===== config.mk =====
export PLATFORM = sky130hd
export DESIGN_NAME = ubx_frame_receiver
export DESIGN_NICKNAME = d
export VERILOG_FILES = /design/src/sv/ubxr_pkg.sv /design/src/sv/ubx_frame_receiver.sv /design/src/sv/ubxr_cfg.sv /design/src/sv/ubxr_parser.sv /design/src/sv/ubxr_skid.sv
export SDC_FILE = /design/constraint.sdc
export NUM_CORES = 1
export LEC_CHECK = 0
export ABC_AREA = 1
export BUFFER_PORTS_ARGS = -buffer_cell sky130_fd_sc_hd__buf_4
export CAP_MARGIN = 20
export CORE_MARGIN = 2
export CORE_UTILIZATION = 45
export CTS_BUF_LIST = sky130_fd_sc_hd__clkbuf_8
export DETAILED_ROUTE_END_ITERATION = 6
export GPL_ROUTABILITY_DRIVEN = 0
export HOLD_SLACK_MARGIN = 0.1
export PLACE_DENSITY = 0.6
export SETUP_SLACK_MARGIN = 0.15
export SYNTH_ARGS = -nofsm -noshare
export SYNTH_HDL_FRONTEND = slang
export SYNTH_SLANG_ARGS = --single-unit

===== constraint.sdc =====
create_clock -name i_clk -period 3.4 [get_ports i_clk]
set_clock_uncertainty 0.1 [all_clocks]
set_input_delay 0.17 -clock i_clk [delete_from_list [all_inputs] [get_ports i_clk]]
set_output_delay 0.17 -clock i_clk [all_outputs]
set_load 0.01 [all_outputs]

===== src/sv/ubxr_pkg.sv =====
package ubxr_pkg;

    localparam int MAX_BODY   = 1023;
    localparam int LEN_W      = 10;
    localparam int POS_W      = 11;
    localparam int CFG_IDX_W  = 2;
    localparam int CFG_DATA_W = 10;

    localparam logic [CFG_IDX_W-1:0] CFG_SYNC_FIRST  = 2'd0;
    localparam logic [CFG_IDX_W-1:0] CFG_SYNC_SECOND = 2'd1;
    localparam logic [CFG_IDX_W-1:0] CFG_BODY_LENGTH = 2'd2;

    localparam logic [7:0]       SYNC_FIRST_RST  = 8'hB5;
    localparam logic [7:0]       SYNC_SECOND_RST = 8'h62;
    localparam logic [LEN_W-1:0] BODY_LENGTH_RST = 10'd96;

    typedef struct packed {
        logic [7:0]       sync_first;
        logic [7:0]       sync_second;
        logic [LEN_W-1:0] body_length;
    } t_cfg;

    typedef struct packed {
        logic             body_valid;
        logic [LEN_W-1:0] body_index;
        logic [7:0]       body_byte;
        logic             frame_end;
        logic             frame_good;
    } t_result;

endpackage


===== src/sv/ubx_frame_receiver.sv =====
// UBX frame receiver. Takes one received byte per transfer, hunts for the two
// configured sync bytes, then passes body_length body bytes out with their
// index while keeping a Fletcher-8 checksum over them; a wrong first checksum
// byte ends the frame, else the second ends it, with frame_good on a match.
// Every input byte yields exactly one result, body bytes before the checksum
// is known. Throughput is one byte per clock while o_stall is low: position
// counter and checksum update together, and the result is registered in the
// output or skid entry. A two-entry output buffer lets the next byte be taken
// while a result waits; o_stall rises only when both entries are full.
// Configuration writes take effect on the next clock and belong to idle time.
module ubx_frame_receiver
    import ubxr_pkg::*;
(
    input  logic                  i_clk,
    input  logic                  i_rst_n,
    input  logic                  i_cfg_we,
    input  logic [CFG_IDX_W-1:0]  i_cfg_index,
    input  logic [CFG_DATA_W-1:0] i_cfg_data,
    input  logic                  i_valid,
    output logic                  o_stall,
    input  logic [7:0]            i_rx_byte,
    output logic                  o_valid,
    input  logic                  i_stall,
    output logic                  o_body_valid,
    output logic [LEN_W-1:0]      o_body_index,
    output logic [7:0]            o_body_byte,
    output logic                  o_frame_end,
    output logic                  o_frame_good
);

    t_cfg    cfg;
    t_result step_result;
    t_result out_result;
    logic    full;
    logic    accept;

    assign o_stall = full;
    assign accept  = i_valid && !full;

    ubxr_cfg u_cfg (
        .i_clk       (i_clk),
        .i_rst_n     (i_rst_n),
        .i_cfg_we    (i_cfg_we),
        .i_cfg_index (i_cfg_index),
        .i_cfg_data  (i_cfg_data),
        .o_cfg       (cfg)
    );

    ubxr_parser u_parser (
        .i_clk    (i_clk),
        .i_rst_n  (i_rst_n),
        .i_accept (accept),
        .i_byte   (i_rx_byte),
        .i_cfg    (cfg),
        .o_result (step_result)
    );

    ubxr_skid u_skid (
        .i_clk    (i_clk),
        .i_rst_n  (i_rst_n),
        .i_accept (accept),
        .i_result (step_result),
        .o_full   (full),
        .o_valid  (o_valid),
        .i_stall  (i_stall),
        .o_result (out_result)
    );

    assign o_body_valid = out_result.body_valid;
    assign o_body_index = out_result.body_index;
    assign o_body_byte  = out_result.body_byte;
    assign o_frame_end  = out_result.frame_end;
    assign o_frame_good = out_result.frame_good;

endmodule


===== src/sv/ubxr_cfg.sv =====
module ubxr_cfg
    import ubxr_pkg::*;
(
    input  logic                  i_clk,
    input  logic                  i_rst_n,
    input  logic                  i_cfg_we,
    input  logic [CFG_IDX_W-1:0]  i_cfg_index,
    input  logic [CFG_DATA_W-1:0] i_cfg_data,
    output t_cfg                  o_cfg
);

    t_cfg r_cfg;
    t_cfg n_cfg;

    always_comb begin
        n_cfg = r_cfg;
        if (i_cfg_we) begin
            case (i_cfg_index)
                CFG_SYNC_FIRST:  n_cfg.sync_first  = i_cfg_data[7:0];
                CFG_SYNC_SECOND: n_cfg.sync_second = i_cfg_data[7:0];
                CFG_BODY_LENGTH: n_cfg.body_length = i_cfg_data[LEN_W-1:0];
                default:         n_cfg = r_cfg;
            endcase
        end
    end

    always_ff @(posedge i_clk) begin
        if (!i_rst_n) begin
            r_cfg.sync_first  <= SYNC_FIRST_RST;
            r_cfg.sync_second <= SYNC_SECOND_RST;
            r_cfg.body_length <= BODY_LENGTH_RST;
        end else begin
            r_cfg <= n_cfg;
        end
    end

    assign o_cfg = r_cfg;

endmodule


===== src/sv/ubxr_parser.sv =====
module ubxr_parser
    import ubxr_pkg::*;
(
    input  logic       i_clk,
    input  logic       i_rst_n,
    input  logic       i_accept,
    input  logic [7:0] i_byte,
    input  t_cfg       i_cfg,
    output t_result    o_result
);

    logic [POS_W-1:0] r_position;
    logic [POS_W-1:0] n_position;
    logic [7:0]       r_sum_a;
    logic [7:0]       n_sum_a;
    logic [7:0]       r_sum_b;
    logic [7:0]       n_sum_b;

    logic [POS_W-1:0] len;
    logic [POS_W-1:0] rel;
    logic [7:0]       sum_a_add;
    t_result          res;

    always_comb begin
        len = {1'b0, i_cfg.body_length};
        if (len > POS_W'(MAX_BODY)) begin
            len = POS_W'(MAX_BODY);
        end
    end

    assign rel       = r_position - POS_W'(2);
    assign sum_a_add = r_sum_a + i_byte;

    always_comb begin
        n_position = r_position;
        n_sum_a    = r_sum_a;
        n_sum_b    = r_sum_b;
        res        = '0;
        case (r_position)
            POS_W'(0): begin
                n_position = (i_byte == i_cfg.sync_first) ? POS_W'(1) : POS_W'(0);
            end
            POS_W'(1): begin
                if (i_byte == i_cfg.sync_second) begin
                    n_position = POS_W'(2);
                    n_sum_a    = '0;
                    n_sum_b    = '0;
                end else begin
                    n_position = '0;
                end
            end
            default: begin
                if (rel < len) begin
                    res.body_valid = 1'b1;
                    res.body_index = rel[LEN_W-1:0];
                    res.body_byte  = i_byte;
                    n_sum_a        = sum_a_add;
                    n_sum_b        = r_sum_b + sum_a_add;
                    n_position     = r_position + POS_W'(1);
                end else if (rel == len) begin
                    if (i_byte == r_sum_a) begin
                        n_position = r_position + POS_W'(1);
                    end else begin
                        res.frame_end = 1'b1;
                        n_position    = '0;
                    end
                end else if (rel == len + POS_W'(1)) begin
                    res.frame_end  = 1'b1;
                    res.frame_good = (i_byte == r_sum_b);
                    n_position     = '0;
                end else begin
                    // length shrank under an open frame: give up on it
                    n_position = '0;
                end
            end
        endcase
    end

    always_ff @(posedge i_clk) begin
        if (!i_rst_n) begin
            r_position <= '0;
            r_sum_a    <= '0;
            r_sum_b    <= '0;
        end else if (i_accept) begin
            r_position <= n_position;
            r_sum_a    <= n_sum_a;
            r_sum_b    <= n_sum_b;
        end
    end

    assign o_result = res;

`ifndef SYNTH
    a_end_to_hunt: assert property (@(posedge i_clk) disable iff (!i_rst_n)
        (i_accept && res.frame_end) |=> (r_position == '0))
        else $error("frame end did not return to hunting");

    a_good_needs_end: assert property (@(posedge i_clk) disable iff (!i_rst_n)
        res.frame_good |-> (res.frame_end && !res.body_valid))
        else $error("frame_good without frame_end");

    a_body_advances: assert property (@(posedge i_clk) disable iff (!i_rst_n)
        (i_accept && res.body_valid) |=> (r_position == $past(r_position) + POS_W'(1)))
        else $error("body byte did not advance position");

    a_sync_clears: assert property (@(posedge i_clk) disable iff (!i_rst_n)
        (i_accept && r_position == POS_W'(1) && n_position == POS_W'(2))
        |=> (r_sum_a == '0 && r_sum_b == '0))
        else $error("checksum not cleared at sync");
`endif

endmodule


===== src/sv/ubxr_skid.sv =====
module ubxr_skid
    import ubxr_pkg::*;
(
    input  logic    i_clk,
    input  logic    i_rst_n,
    input  logic    i_accept,
    input  t_result i_result,
    output logic    o_full,
    output logic    o_valid,
    input  logic    i_stall,
    output t_result o_result
);

    logic    r_out_valid;
    logic    r_skid_valid;
    t_result r_out;
    t_result r_skid;
    logic    out_free;

    assign out_free = !r_out_valid || !i_stall;

    always_ff @(posedge i_clk) begin
        if (!i_rst_n) begin
            r_out_valid  <= 1'b0;
            r_skid_valid <= 1'b0;
        end else if (out_free) begin
            if (r_skid_valid) begin
                r_out_valid  <= 1'b1;
                r_skid_valid <= 1'b0;
            end else begin
                r_out_valid <= i_accept;
            end
        end else if (i_accept) begin
            r_skid_valid <= 1'b1;
        end
    end

    always_ff @(posedge i_clk) begin
        if (out_free) begin
            r_out <= r_skid_valid ? r_skid : i_result;
        end else if (i_accept) begin
            // park the transfer while the output holds
            r_skid <= i_result;
        end
    end

    assign o_full   = r_skid_valid;
    assign o_valid  = r_out_valid;
    assign o_result = r_out;

`ifndef SYNTH
    a_skid_implies_out: assert property (@(posedge i_clk) disable iff (!i_rst_n)
        r_skid_valid |-> r_out_valid)
        else $error("skid entry without output entry");

    a_no_accept_full: assert property (@(posedge i_clk) disable iff (!i_rst_n)
        r_skid_valid |-> !i_accept)
        else $error("transfer accepted with skid full");

    a_out_held: assert property (@(posedge i_clk) disable iff (!i_rst_n)
        (r_out_valid && i_stall) |=> (r_out_valid && $stable(r_out)))
        else $error("stalled result changed");
`endif

endmodule


==> results of run 1 <==
[stage by stage]
stage                     util (%)  hold WS, ns  area (µm²)  instances  setup WS (ns)
after CTS                     53.7        0.138        6860       1037          0.267
final                         53.9        0.156        6890       1040          0.464
after floorplan                  -        0.183        5940        793          0.614
after global placement        50.7        0.302        6470       1002          0.402
after global routing          53.9        0.146        6890       1040          0.204
after detailed placement      50.7        0.308        6470       1002          0.292
[state kept, by name, indices dropped and copies added, names as in the netlist]
signal               flops
u_skid.o_full            1
u_parser.r_position     11
u_skid.o_valid           1
u_skid.r_skid           21
u_parser.r_sum_a         8
u_skid.o_result         21
u_cfg.o_cfg             26
u_parser.r_sum_b         8
[layout make-up]
class,instances,area share (%)
clock inverters,7,1.02
inverters,87,4.78
clock buffers,9,1.80
multi-input cells,588,45.4
repair buffers,80,9.59
well taps,172,3.12
flip-flops and latches,97,34.3
[worst min-delay path, delay by kind of cell]
| family | cells | cell delay (ns) |
|---|---|---|
| buf+inv | 2 | 0.26 |
| simple gates | 1 | 0.05 |
[placed cells by master (no fill, tap or decap), types with 3 or more instances in the layout]
master	instances
sky130_fd_sc_hd__nand4_1	22
sky130_fd_sc_hd__nand3_1	56
sky130_fd_sc_hd__dfxtp_1	53
sky130_fd_sc_hd__clkbuf_8	9
sky130_fd_sc_hd__ha_1	30
sky130_fd_sc_hd__o211ai_1	4
sky130_fd_sc_hd__dlygate4sd3_1	19
sky130_fd_sc_hd__xnor2_1	8
sky130_fd_sc_hd__nor2_1	68
sky130_fd_sc_hd__nand3b_1	8
sky130_fd_sc_hd__nand2_2	5
sky130_fd_sc_hd__a21oi_1	57
sky130_fd_sc_hd__nor4_1	7
sky130_fd_sc_hd__o21ai_0	22
sky130_fd_sc_hd__or2_2	3
sky130_fd_sc_hd__nor2_4	13
sky130_fd_sc_hd__nand2_1	240
sky130_fd_sc_hd__nand2_4	4
sky130_fd_sc_hd__buf_4	60
sky130_fd_sc_hd__inv_1	86
sky130_fd_sc_hd__a31oi_1	3
sky130_fd_sc_hd__nor3_1	7
sky130_fd_sc_hd__edfxtp_1	42
sky130_fd_sc_hd__xor2_1	21
[routing by layer]
metal / vias up / share of wire (%) / GRT usage (%) / wire length (µm)
met1: 2426 / 49 / 33.0 / 7370
met5: - / 0 / 0 / 0
met4: 0 / 1.9 / 6.77 / 282
met2: 151 / 43 / 33.2 / 6490
met3: 25 / 5.4 / 2.68 / 801
li1: 2728 / - / - / -
[repair_timing]
item,4_1_cts,5_1_grt
buffers inserted,0,3
resized for setup,0,5
endpoints found under the setup margin,0,43
endpoints found under the hold margin,32,0
hold buffers,19,0
[report_power, final]
part	switching, mW	internal, mW	leakage, nW
Combinational	0.210	0.135	2.23
Clock	0.428	0.343	0.107
Sequential	0.0224	1.25	0.871
[synthesized netlist by cell type (all sizes together)]
cell	instances	area share, %
inv	87	5.5
nor2	82	6.9
nor4	7	0.74
xnor2	8	1.2
nand2	249	16
a21boi	1	0.13
nor3	7	0.59
o31ai	1	0.13
o211ai	4	0.51
edfxtp	42	21
or2	3	0.32
a31oi	3	0.32
and2	1	0.11
a31o	1	0.15
a211oi	1	0.13
ha	30	6.3
o21ai	23	1.9
buf	10	1.5
dfxtp	55	19
xor2	21	3.1
nand3b	8	1.0
clkbuf	11	0.70
nand3	56	4.7
a21oi	57	4.8
nand4	22	2.3
o21bai	1	0.13
fa	2	0.67
[cell families after synthesis]
family	synth area share, %
xor+xnor	4.28
compound gates	8.22
fa+ha+maj	7.00
flops	39.8
simple gates	33.0
buf+inv	7.67
[path summary, 6_finish.rpt]
| check | endpoint | cells past startpoint |
|---|---|---|
| setup / recovery | u_skid.o_result[10] | 18 |
| hold reg to reg | u_parser.r_sum_a[4] | 2 |
| hold / removal | u_skid.r_skid[9] | 3 |
| setup reg to reg | u_skid.o_result[10] | 18 |
==> results.yml, run 1 <==
status:
  status: "finished, final reports clean"
timing:
  setup_tns_ns: 0
  max_freq_mhz: 341
  slew_headroom_pct: 53.9
  worst_pin_slew_ns: 0.690
  min_period_over_period_pct: 86.4
  clock_period_minus_final_worst_setup_slack_ns: 2.94
  finalSetupViolations: 0
  setup_repair_after_global_routing_missed_its_margin: "false"
  finalMaxSlewViolations: 0
  report.final.hold_viol_count: 0
die:
  initial_core_util_pct: 46.5
  io_pins: 48
  die_width_um: 119
  row_count: 41
  fp.dieH_um: 119
  fp.dieArea_um2: 14100
  core_um2: 12800
grt:
  grt_max_degree: 29
  global_route_wire_length_before_repair_mm: 25.0
  gr-total-overflow: 0
  antenna_violations_before_repair: 0
  number_of_global_route_vias_before_repair: 4955
  grt_usage_pct: 22.1
final_layout:
  layout_overhead_on_the_synthesized_area_pct: 16.0
  num-fill-cells: 1249
  ff_latch_area_um2: 2360
  drive_above_1_share_pct: 12.3
  finalNetCount: 920
  insertedDiodeCount: 0
  multi_input_area_um2: 3120
worst_setup_path:
  slowest_stage_delay_on_critical_path_ns: 0.42
  reg2reg_setup_slack_ns: 0.46
  crit_required_ns: 3.43
  cp-startpoint: "u_parser.r_position[3]"
  worst_ep_arrival_time_ns: 2.97
  cp_endpoint_kind: "register"
  crit_path_max_fanout: 10
  critical_path.slowest_cell: "sky130_fd_sc_hd__dfxtp_1"
  critical_path_class: "reg -> reg"
  worstPathCellList: "nor2_4 > buf_4 > nand3_1 > nand2_1 > nand2_1 > ha_1 > nand2_1 > nor2_1 > nand2_1 > a21oi_1 > nor2_4 > nand2_4 > nor2_4 > inv_4 > buf_12 > nor2_4 > nand2_1 > nand2_1"
  crit_path_frequent_cell: "sky130_fd_sc_hd__nand2_1"
  critical_path_buf_inv_count: 3
  regToRegStartpoint: "u_parser.r_position[3]"
  timing.critical_path.from_type: "register"
  timing.critical_path.max_delay_family: "simple AND/OR/NAND/NOR gates"
synthesis:
  postSynthRegisterBits: 97
  synth.lib_cells_used.distinct: 37
  netlist_area_um2: 5940
  syn-mean-instance-area_um2: 7.49
  synth.yosys.warnings: 0
  synthesis.nets: 850
  syn_inst: 793
  ys_seq_area_share_pct: 39.8
clocking:
  clock_latency_ns: 0.38
  cts_root_buf: "sky130_fd_sc_hd__clkbuf_8"
  cts-root-to-sink-buffers: 2
  tritoncts.num_buffers: 9
  cts_max_level: 3
  tritoncts: "yes"
  clock_sink_count: 97
  clk_transition_reported_paths_ns: 0.10
power:
  power.static_leakage_nw: 3.21
  p_per_area_nw_per_um2: 347
  ir_worst_vdd_uv: 216
  p_total_mw: 2.39
route:
  route.vias.total: 5330
  drt_pass1_iterations: 5
  number_of_nets_with_antenna_violations_after_detailed_routing: 0
  drcViolationCount: 0
  detail_route.wirelength_mm: 14.9
  route.detailed.vias_per_inst: 5.13
  routed_wire_length_per_instance_um: 14.4
  drt-initial-drc-count: 387
hold_path:
  timing.hold.worst.start: "i_rx_byte[7]"
  worst_hold_path_type: "in -> reg"
placement:
  place_hpwl_mm: 11.3
  io_buffer_count: 47
run:
  max_cap_viol_count: 0
Note: power is estimated with default switching activity, not from simulation.
==> run 2, diff against run 1 <==
--- a/config.mk
+++ b/config.mk
@@ -10,7 +10,6 @@
 export CAP_MARGIN = 20
 export CORE_MARGIN = 2
 export CORE_UTILIZATION = 45
-export CTS_BUF_LIST = sky130_fd_sc_hd__clkbuf_8
 export DETAILED_ROUTE_END_ITERATION = 6
 export GPL_ROUTABILITY_DRIVEN = 0
 export HOLD_SLACK_MARGIN = 0.1
==> constraint.sdc (replaced) <==
create_clock -name i_clk -period 3.16 [get_ports i_clk]
set_clock_uncertainty 0.1 [all_clocks]
set_input_delay 0.158 -clock i_clk [delete_from_list [all_inputs] [get_ports i_clk]]
set_output_delay 0.158 -clock i_clk [all_outputs]
set_load 0.01 [all_outputs]
==> results.yml, run 2 (synthesis gave the netlist of run 1 again) <==
grt:
  grt_max_degree: 29
  grt.met3_usage_pct: 2.54
  globalRoute.busiestLayer: "met2"
  grt.met1_usage_pct: 32.3
  met2_routing_resource_usage_after_global_routing_pct: 33.2
  grt_usage_pct: 21.9
  antenna_violations_before_repair: 0
  gr-total-overflow: 0
  number_of_global_route_vias_before_repair: 4922
  global_route_wire_length_before_repair_mm: 24.7
timing:
  setup_tns_ns: 0
  finalMaxSlewViolations: 0
  report.final.hold_viol_count: 0
  setup_repair_after_global_routing_missed_its_margin: "false"
  min_period_over_period_pct: 88.9
  slew_headroom_pct: 40.1
  clock_period_minus_final_worst_setup_slack_ns: 2.81
  setup_slack_ns: 0.351
  finalSetupViolations: 0
  max_freq_mhz: 356
  worst_pin_slew_ns: 0.896
route:
  routed_wire_length_per_instance_um: 14.5
  number_of_nets_with_antenna_violations_after_detailed_routing: 0
  drt_pass1_iterations: 5
  route.vias.total: 5420
  drt-initial-drc-count: 357
  detail_route.wirelength_mm: 15.1
  route.detailed.vias_per_inst: 5.21
  drcViolationCount: 0
final_layout:
  layout_overhead_on_the_synthesized_area_pct: 18.5
  num-fill-cells: 1229
  mostFrequentLayoutCell: "sky130_fd_sc_hd__nand2_1"
  drive_above_1_share_pct: 12.9
  finalNetCount: 920
  flip_flop_count_of_the_largest_register_after_layout: 26
  insertedDiodeCount: 0
  multi_input_area_um2: 3150
  ff_latch_area_um2: 2360
  commonest_cells_after_routing_fill_and_taps_aside: "sky130_fd_sc_hd__nand2_1, sky130_fd_sc_hd__inv_1, sky130_fd_sc_hd__nor2_1, sky130_fd_sc_hd__buf_4"
clocking:
  cts_max_level: 3
  clk_transition_reported_paths_ns: 0.07
  cts-root-to-sink-buffers: 2
  clock_latency_ns: 0.35
  cts_root_buf: "sky130_fd_sc_hd__clkbuf_16"
  tritoncts.num_buffers: 9
  tritoncts: "yes"
  clock_sink_count: 97
power:
  p_total_mw: 2.96
  power.share.switching_pct: 25.8
  part_of_the_total_power_dissipated_in_combinational_logic_pct: 12.8
  p_per_area_nw_per_um2: 420
  power.internal_mw: 2.19
  power.share.clock_pct: 40.9
  switchingPower_uw: 764
  seq_power_share_pct: 46.4
  power.static_leakage_nw: 3.26
  ir_worst_vdd_uv: 217
hold_path:
  worst_hold_path_type: "in -> reg"
  min_path_cells: 3
run:
  max_cap_viol_count: 0
worst_setup_path:
  crit_path_max_fanout: 5
  crit_path_frequent_cell: "sky130_fd_sc_hd__nor2_1"
  crit_required_ns: 3.31
  worst_ep_arrival_time_ns: 2.96
  slowest_stage_delay_on_critical_path_ns: 0.44
  timing.critical_path.from_type: "register"
  r2r.worst_path.cells: 14
  cp_endpoint_kind: "register"
  critical_path_class: "reg -> reg"
  critical_path.slowest_cell: "sky130_fd_sc_hd__fa_1"
  worstPathCellList: "ha_1 > fa_1 > a31o_2 > xor2_1 > inv_1 > ha_1 > a21oi_1 > o31ai_1 > a21oi_1 > nand3_1 > nand2_1 > nor2_1 > nor2_1 > nor2_1"
die:
  io_pins: 48
  core_um2: 12800
  initial_core_util_pct: 46.5
  die_width_um: 119
  fp.dieH_um: 119
  fp.dieArea_um2: 14100
  row_count: 41
placement:
  io_buffer_count: 47
  placement.setup.worst_slack_ns: 0.215
  place_hpwl_mm: 11.3
status:
  status: "finished, final reports clean"
-- run 2: cell count changes in the layout (fill, tap and decap cells not counted), sizes merged --
cell,before,now
clkinv,1,2
clkbuf,9,10
clkinvlp,0,1
buf,61,62
dlygate4sd3,19,18
inv,92,88
bufinv,1,2
-- run 2: layer usage --
layer,share of wire (%),vias up
met2,43,192
met5,0,-
met4,1.8,0
li1,-,2735
met1,49,2472
met3,6.0,21
-- run 2: critical path: cells and delay by family (launching register included) --
| kind | cells | cell delay [ns] |
|---|---|---|
| adder cells (fa/ha/maj) | 3 | 0.98 |
| XOR/XNOR | 1 | 0.18 |
| AND/OR/NAND/NOR | 5 | 0.35 |
| AO/OA/AOI/OAI | 4 | 0.70 |
| buffers and inverters | 1 | 0.06 |
| flip-flops | 1 | 0.32 |
-- run 2: final cells by class --
class                   instances  share of cell area, %
clock buffers                  10                   3.25
inverters                      87                   4.68
clock inverters                 6                   1.28
flip-flops and latches         97                   33.6
repair buffers                 80                   9.35
multi-input cells             588                   44.8
well taps                     172                   3.06
-- run 2: path summary, 6_finish.rpt --
check / end / slack (ns) / startpoint
setup / recovery: u_parser.r_sum_b[7] / 0.35 / u_parser.r_sum_a[0]
hold / removal: u_skid.r_skid[8] / 0.16 / i_rx_byte[6]
setup reg to reg: u_parser.r_sum_b[7] / 0.35 / u_parser.r_sum_a[0]
hold reg to reg: u_parser.r_sum_a[6] / 0.37 / u_parser.r_sum_a[6]
-- run 2: metrics by stage --
step / util [%] / cells / hold slack, ns / instance area (µm²)
after floorplan: - / 793 / 0.171 / 5940
after global placement: 50.8 / 1005 / 0.299 / 6490
after detailed placement: 50.8 / 1005 / 0.297 / 6490
after CTS: 54.7 / 1039 / 0.143 / 6990
after global routing: 55.1 / 1040 / 0.161 / 7040
final: 55.1 / 1040 / 0.164 / 7040
-- run 2: power groups by stage --
stage	clock, mW	combinational, mW	sequential (mW)
floorplan	0	0.211	1.40
global placement	0	0.350	1.40
detailed placement	0	0.353	1.40
CTS	1.23	0.373	1.37
global route	1.26	0.421	1.37
finish	1.21	0.377	1.37
-- run 2: what timing repair did --
item | in CTS | in global routing
hold endpoints to repair | 30 | 0
hold buffers | 18 | 0
resized for setup | 0 | 9
setup buffers | 0 | 1
endpoints found under the setup margin | 0 | 52
==> run 3, diff against run 2 <==
--- a/config.mk
+++ b/config.mk
@@ -9,11 +9,11 @@
 export BUFFER_PORTS_ARGS = -buffer_cell sky130_fd_sc_hd__buf_4
 export CAP_MARGIN = 20
 export CORE_MARGIN = 2
-export CORE_UTILIZATION = 45
+export CORE_UTILIZATION = 50
 export DETAILED_ROUTE_END_ITERATION = 6
 export GPL_ROUTABILITY_DRIVEN = 0
 export HOLD_SLACK_MARGIN = 0.1
-export PLACE_DENSITY = 0.6
+export PLACE_DENSITY = 0.66
 export SETUP_SLACK_MARGIN = 0.15
 export SYNTH_ARGS = -nofsm -noshare
 export SYNTH_HDL_FRONTEND = slang
==> results.yml, run 3 (synthesis gave the netlist of run 1 again) <==
timing:
  max_freq_mhz: 357
  min_period_over_period_pct: 88.6
  report.final.hold_viol_count: 0
  clock_period_minus_final_worst_setup_slack_ns: 2.80
  setup_repair_after_global_routing_missed_its_margin: "false"
  finalSetupViolations: 0
  slew_headroom_pct: 54.0
  worst_pin_slew_ns: 0.689
  setup_tns_ns: 0
  worst_hold_slack_ns: 0.158
  finalMaxSlewViolations: 0
hold_path:
  min_path_cells: 4
  worst_hold_path_type: "in -> reg"
  timing.hold.worst.start: "i_cfg_we"
  min_delay_worst_endpoint: "u_cfg.o_cfg[6]"
route:
  route.detailed.vias_per_inst: 5.27
  detail_route.wirelength_mm: 14.6
  drt_pass1_iterations: 7
  drt-initial-drc-count: 388
  number_of_nets_with_antenna_violations_after_detailed_routing: 0
  routed_wire_length_per_instance_um: 14.4
  drcViolationCount: 5
  route.vias.total: 5357
power:
  p_per_area_nw_per_um2: 419
  seq_power_share_pct: 46.4
  ir_worst_vdd_uv: 199
  power.share.switching_pct: 25.5
  part_of_the_total_power_dissipated_in_combinational_logic_pct: 12.8
  power.static_leakage_nw: 3.30
  power.internal_mw: 2.20
  power.share.clock_pct: 40.8
  switchingPower_uw: 752
worst_setup_path:
  reg2reg_setup_slack_ns: 0.36
  regToRegStartpoint: "u_parser.r_position[2]"
  critical_path_class: "reg -> reg"
  crit_path_max_fanout: 9
  crit_required_ns: 3.28
  r2r.worst_path.cells: 18
  timing.rr.end: "u_skid.o_result[15]"
  cp_endpoint_kind: "register"
  worst_ep_arrival_time_ns: 2.92
  timing.critical_path.from_type: "register"
die:
  die_width_um: 113
  core_um2: 11500
  fp.dieH_um: 113
  fp.dieArea_um2: 12800
  row_count: 39
  io_pins: 48
  initial_core_util_pct: 51.6
placement:
  place_hpwl_mm: 11.0
  io_buffer_count: 47
final_layout:
  num-fill-cells: 1047
  flip_flop_count_of_the_largest_register_after_layout: 26
  finalNetCount: 925
  multi_input_area_um2: 3150
  drive_above_1_share_pct: 13.7
  layout_overhead_on_the_synthesized_area_pct: 18.8
  insertedDiodeCount: 0
  commonest_cells_after_routing_fill_and_taps_aside: "sky130_fd_sc_hd__nand2_1, sky130_fd_sc_hd__inv_1, sky130_fd_sc_hd__nor2_1, sky130_fd_sc_hd__buf_4"
  ff_latch_area_um2: 2360
  mostFrequentLayoutCell: "sky130_fd_sc_hd__nand2_1"
clocking:
  cts_root_buf: "sky130_fd_sc_hd__clkbuf_16"
  clk_transition_reported_paths_ns: 0.07
  cts_max_level: 3
  tritoncts: "yes"
  clock_latency_ns: 0.35
  tritoncts.num_buffers: 9
  clock_sink_count: 97
  cts-root-to-sink-buffers: 2
grt:
  gr-total-overflow: 0
  global_route_wire_length_before_repair_mm: 24.5
  number_of_global_route_vias_before_repair: 4975
  grt_usage_pct: 24.0
  antenna_violations_before_repair: 0
  grt_max_degree: 29
status:
  violations_in_the_final_reports: "DRC"
  status: "finished with violations"
run:
  max_cap_viol_count: 0
[run 3: power groups by stage]
stage                     registers, mW  clock network, mW  logic [mW]
after floorplan                    1.40                  0       0.211
after global placement             1.40                  0       0.345
final                              1.37               1.20       0.378
after detailed placement           1.40                  0       0.349
after CTS                          1.37               1.22       0.369
after global routing               1.38               1.28       0.423
[run 3: final cells by class]
cell class	instances	share of cell area [%]
Multi-Input combinational cell	588	44.7
Clock buffer	9	3.19
Sequential cell	97	33.5
Timing Repair Buffer	85	9.92
Inverter	87	4.70
Tap cell	143	2.54
Clock inverter	7	1.45
[run 3: metrics by stage]
step / cell area, µm² / cells / total power, mW / util, % / setup slack [ns]
6_report: 7050 / 1016 / 2.95 / 61.2 / 0.359
3_3_place_gp: 6460 / 977 / 1.74 / 56.1 / 0.224
4_1_cts: 6980 / 1011 / 2.96 / 60.6 / 0.178
3_5_place_dp: 6460 / 977 / 1.75 / 56.1 / 0.172
2_1_floorplan: 5940 / 793 / 1.62 / - / 0.374
5_1_grt: 7050 / 1016 / 3.08 / 61.2 / 0.131
[run 3: critical path, stage by stage, from the launching register on]
cell and delay [ns]:
sky130_fd_sc_hd__dfxtp_1 0.33, sky130_fd_sc_hd__buf_4 0.16, sky130_fd_sc_hd__nor2_4 0.17, sky130_fd_sc_hd__nand2_4 0.08, sky130_fd_sc_hd__nand2_1 0.07, sky130_fd_sc_hd__nand2_1 0.09, sky130_fd_sc_hd__ha_1 0.30, sky130_fd_sc_hd__a21oi_1 0.18
sky130_fd_sc_hd__o21ai_0 0.09, sky130_fd_sc_hd__nor2_1 0.12, sky130_fd_sc_hd__a21oi_2 0.10, sky130_fd_sc_hd__nor2_4 0.17, sky130_fd_sc_hd__nand2_4 0.09, sky130_fd_sc_hd__nor2_4 0.17, sky130_fd_sc_hd__inv_6 0.08, sky130_fd_sc_hd__buf_12 0.15
sky130_fd_sc_hd__nor2_4 0.08, sky130_fd_sc_hd__nand2_1 0.06, sky130_fd_sc_hd__nand2_1 0.08
[run 3: how the worst max path moves through the flow]
stage,start,end,cells after the start
2_1_floorplan,u_parser.r_position[1],u_skid.o_result[10],19
3_3_place_gp,u_parser.r_position[1],u_skid.o_result[17],19
3_5_place_dp,u_parser.r_position[1],u_skid.o_result[12],19
4_1_cts,u_parser.r_position[2],u_parser.r_sum_b[2],18
5_1_grt,u_parser.r_position[2],u_skid.o_result[17],20
6_report,u_parser.r_position[2],u_skid.o_result[15],18
[run 3: per-layer routing]
metal  GRT usage [%]  wire [µm]
met1            34.3       7050
met2            37.3       6460
met3            4.18        902
met4            7.24        208
met5               0          0
[run 3: timing repair]
item / in CTS / in global routing
setup endpoints to repair: 6 / 41
endpoints found under the hold margin: 30 / 0
pin swaps: 0 / 5
setup buffers: 0 / 4
hold buffers: 18 / 0
resized for setup: 1 / 11
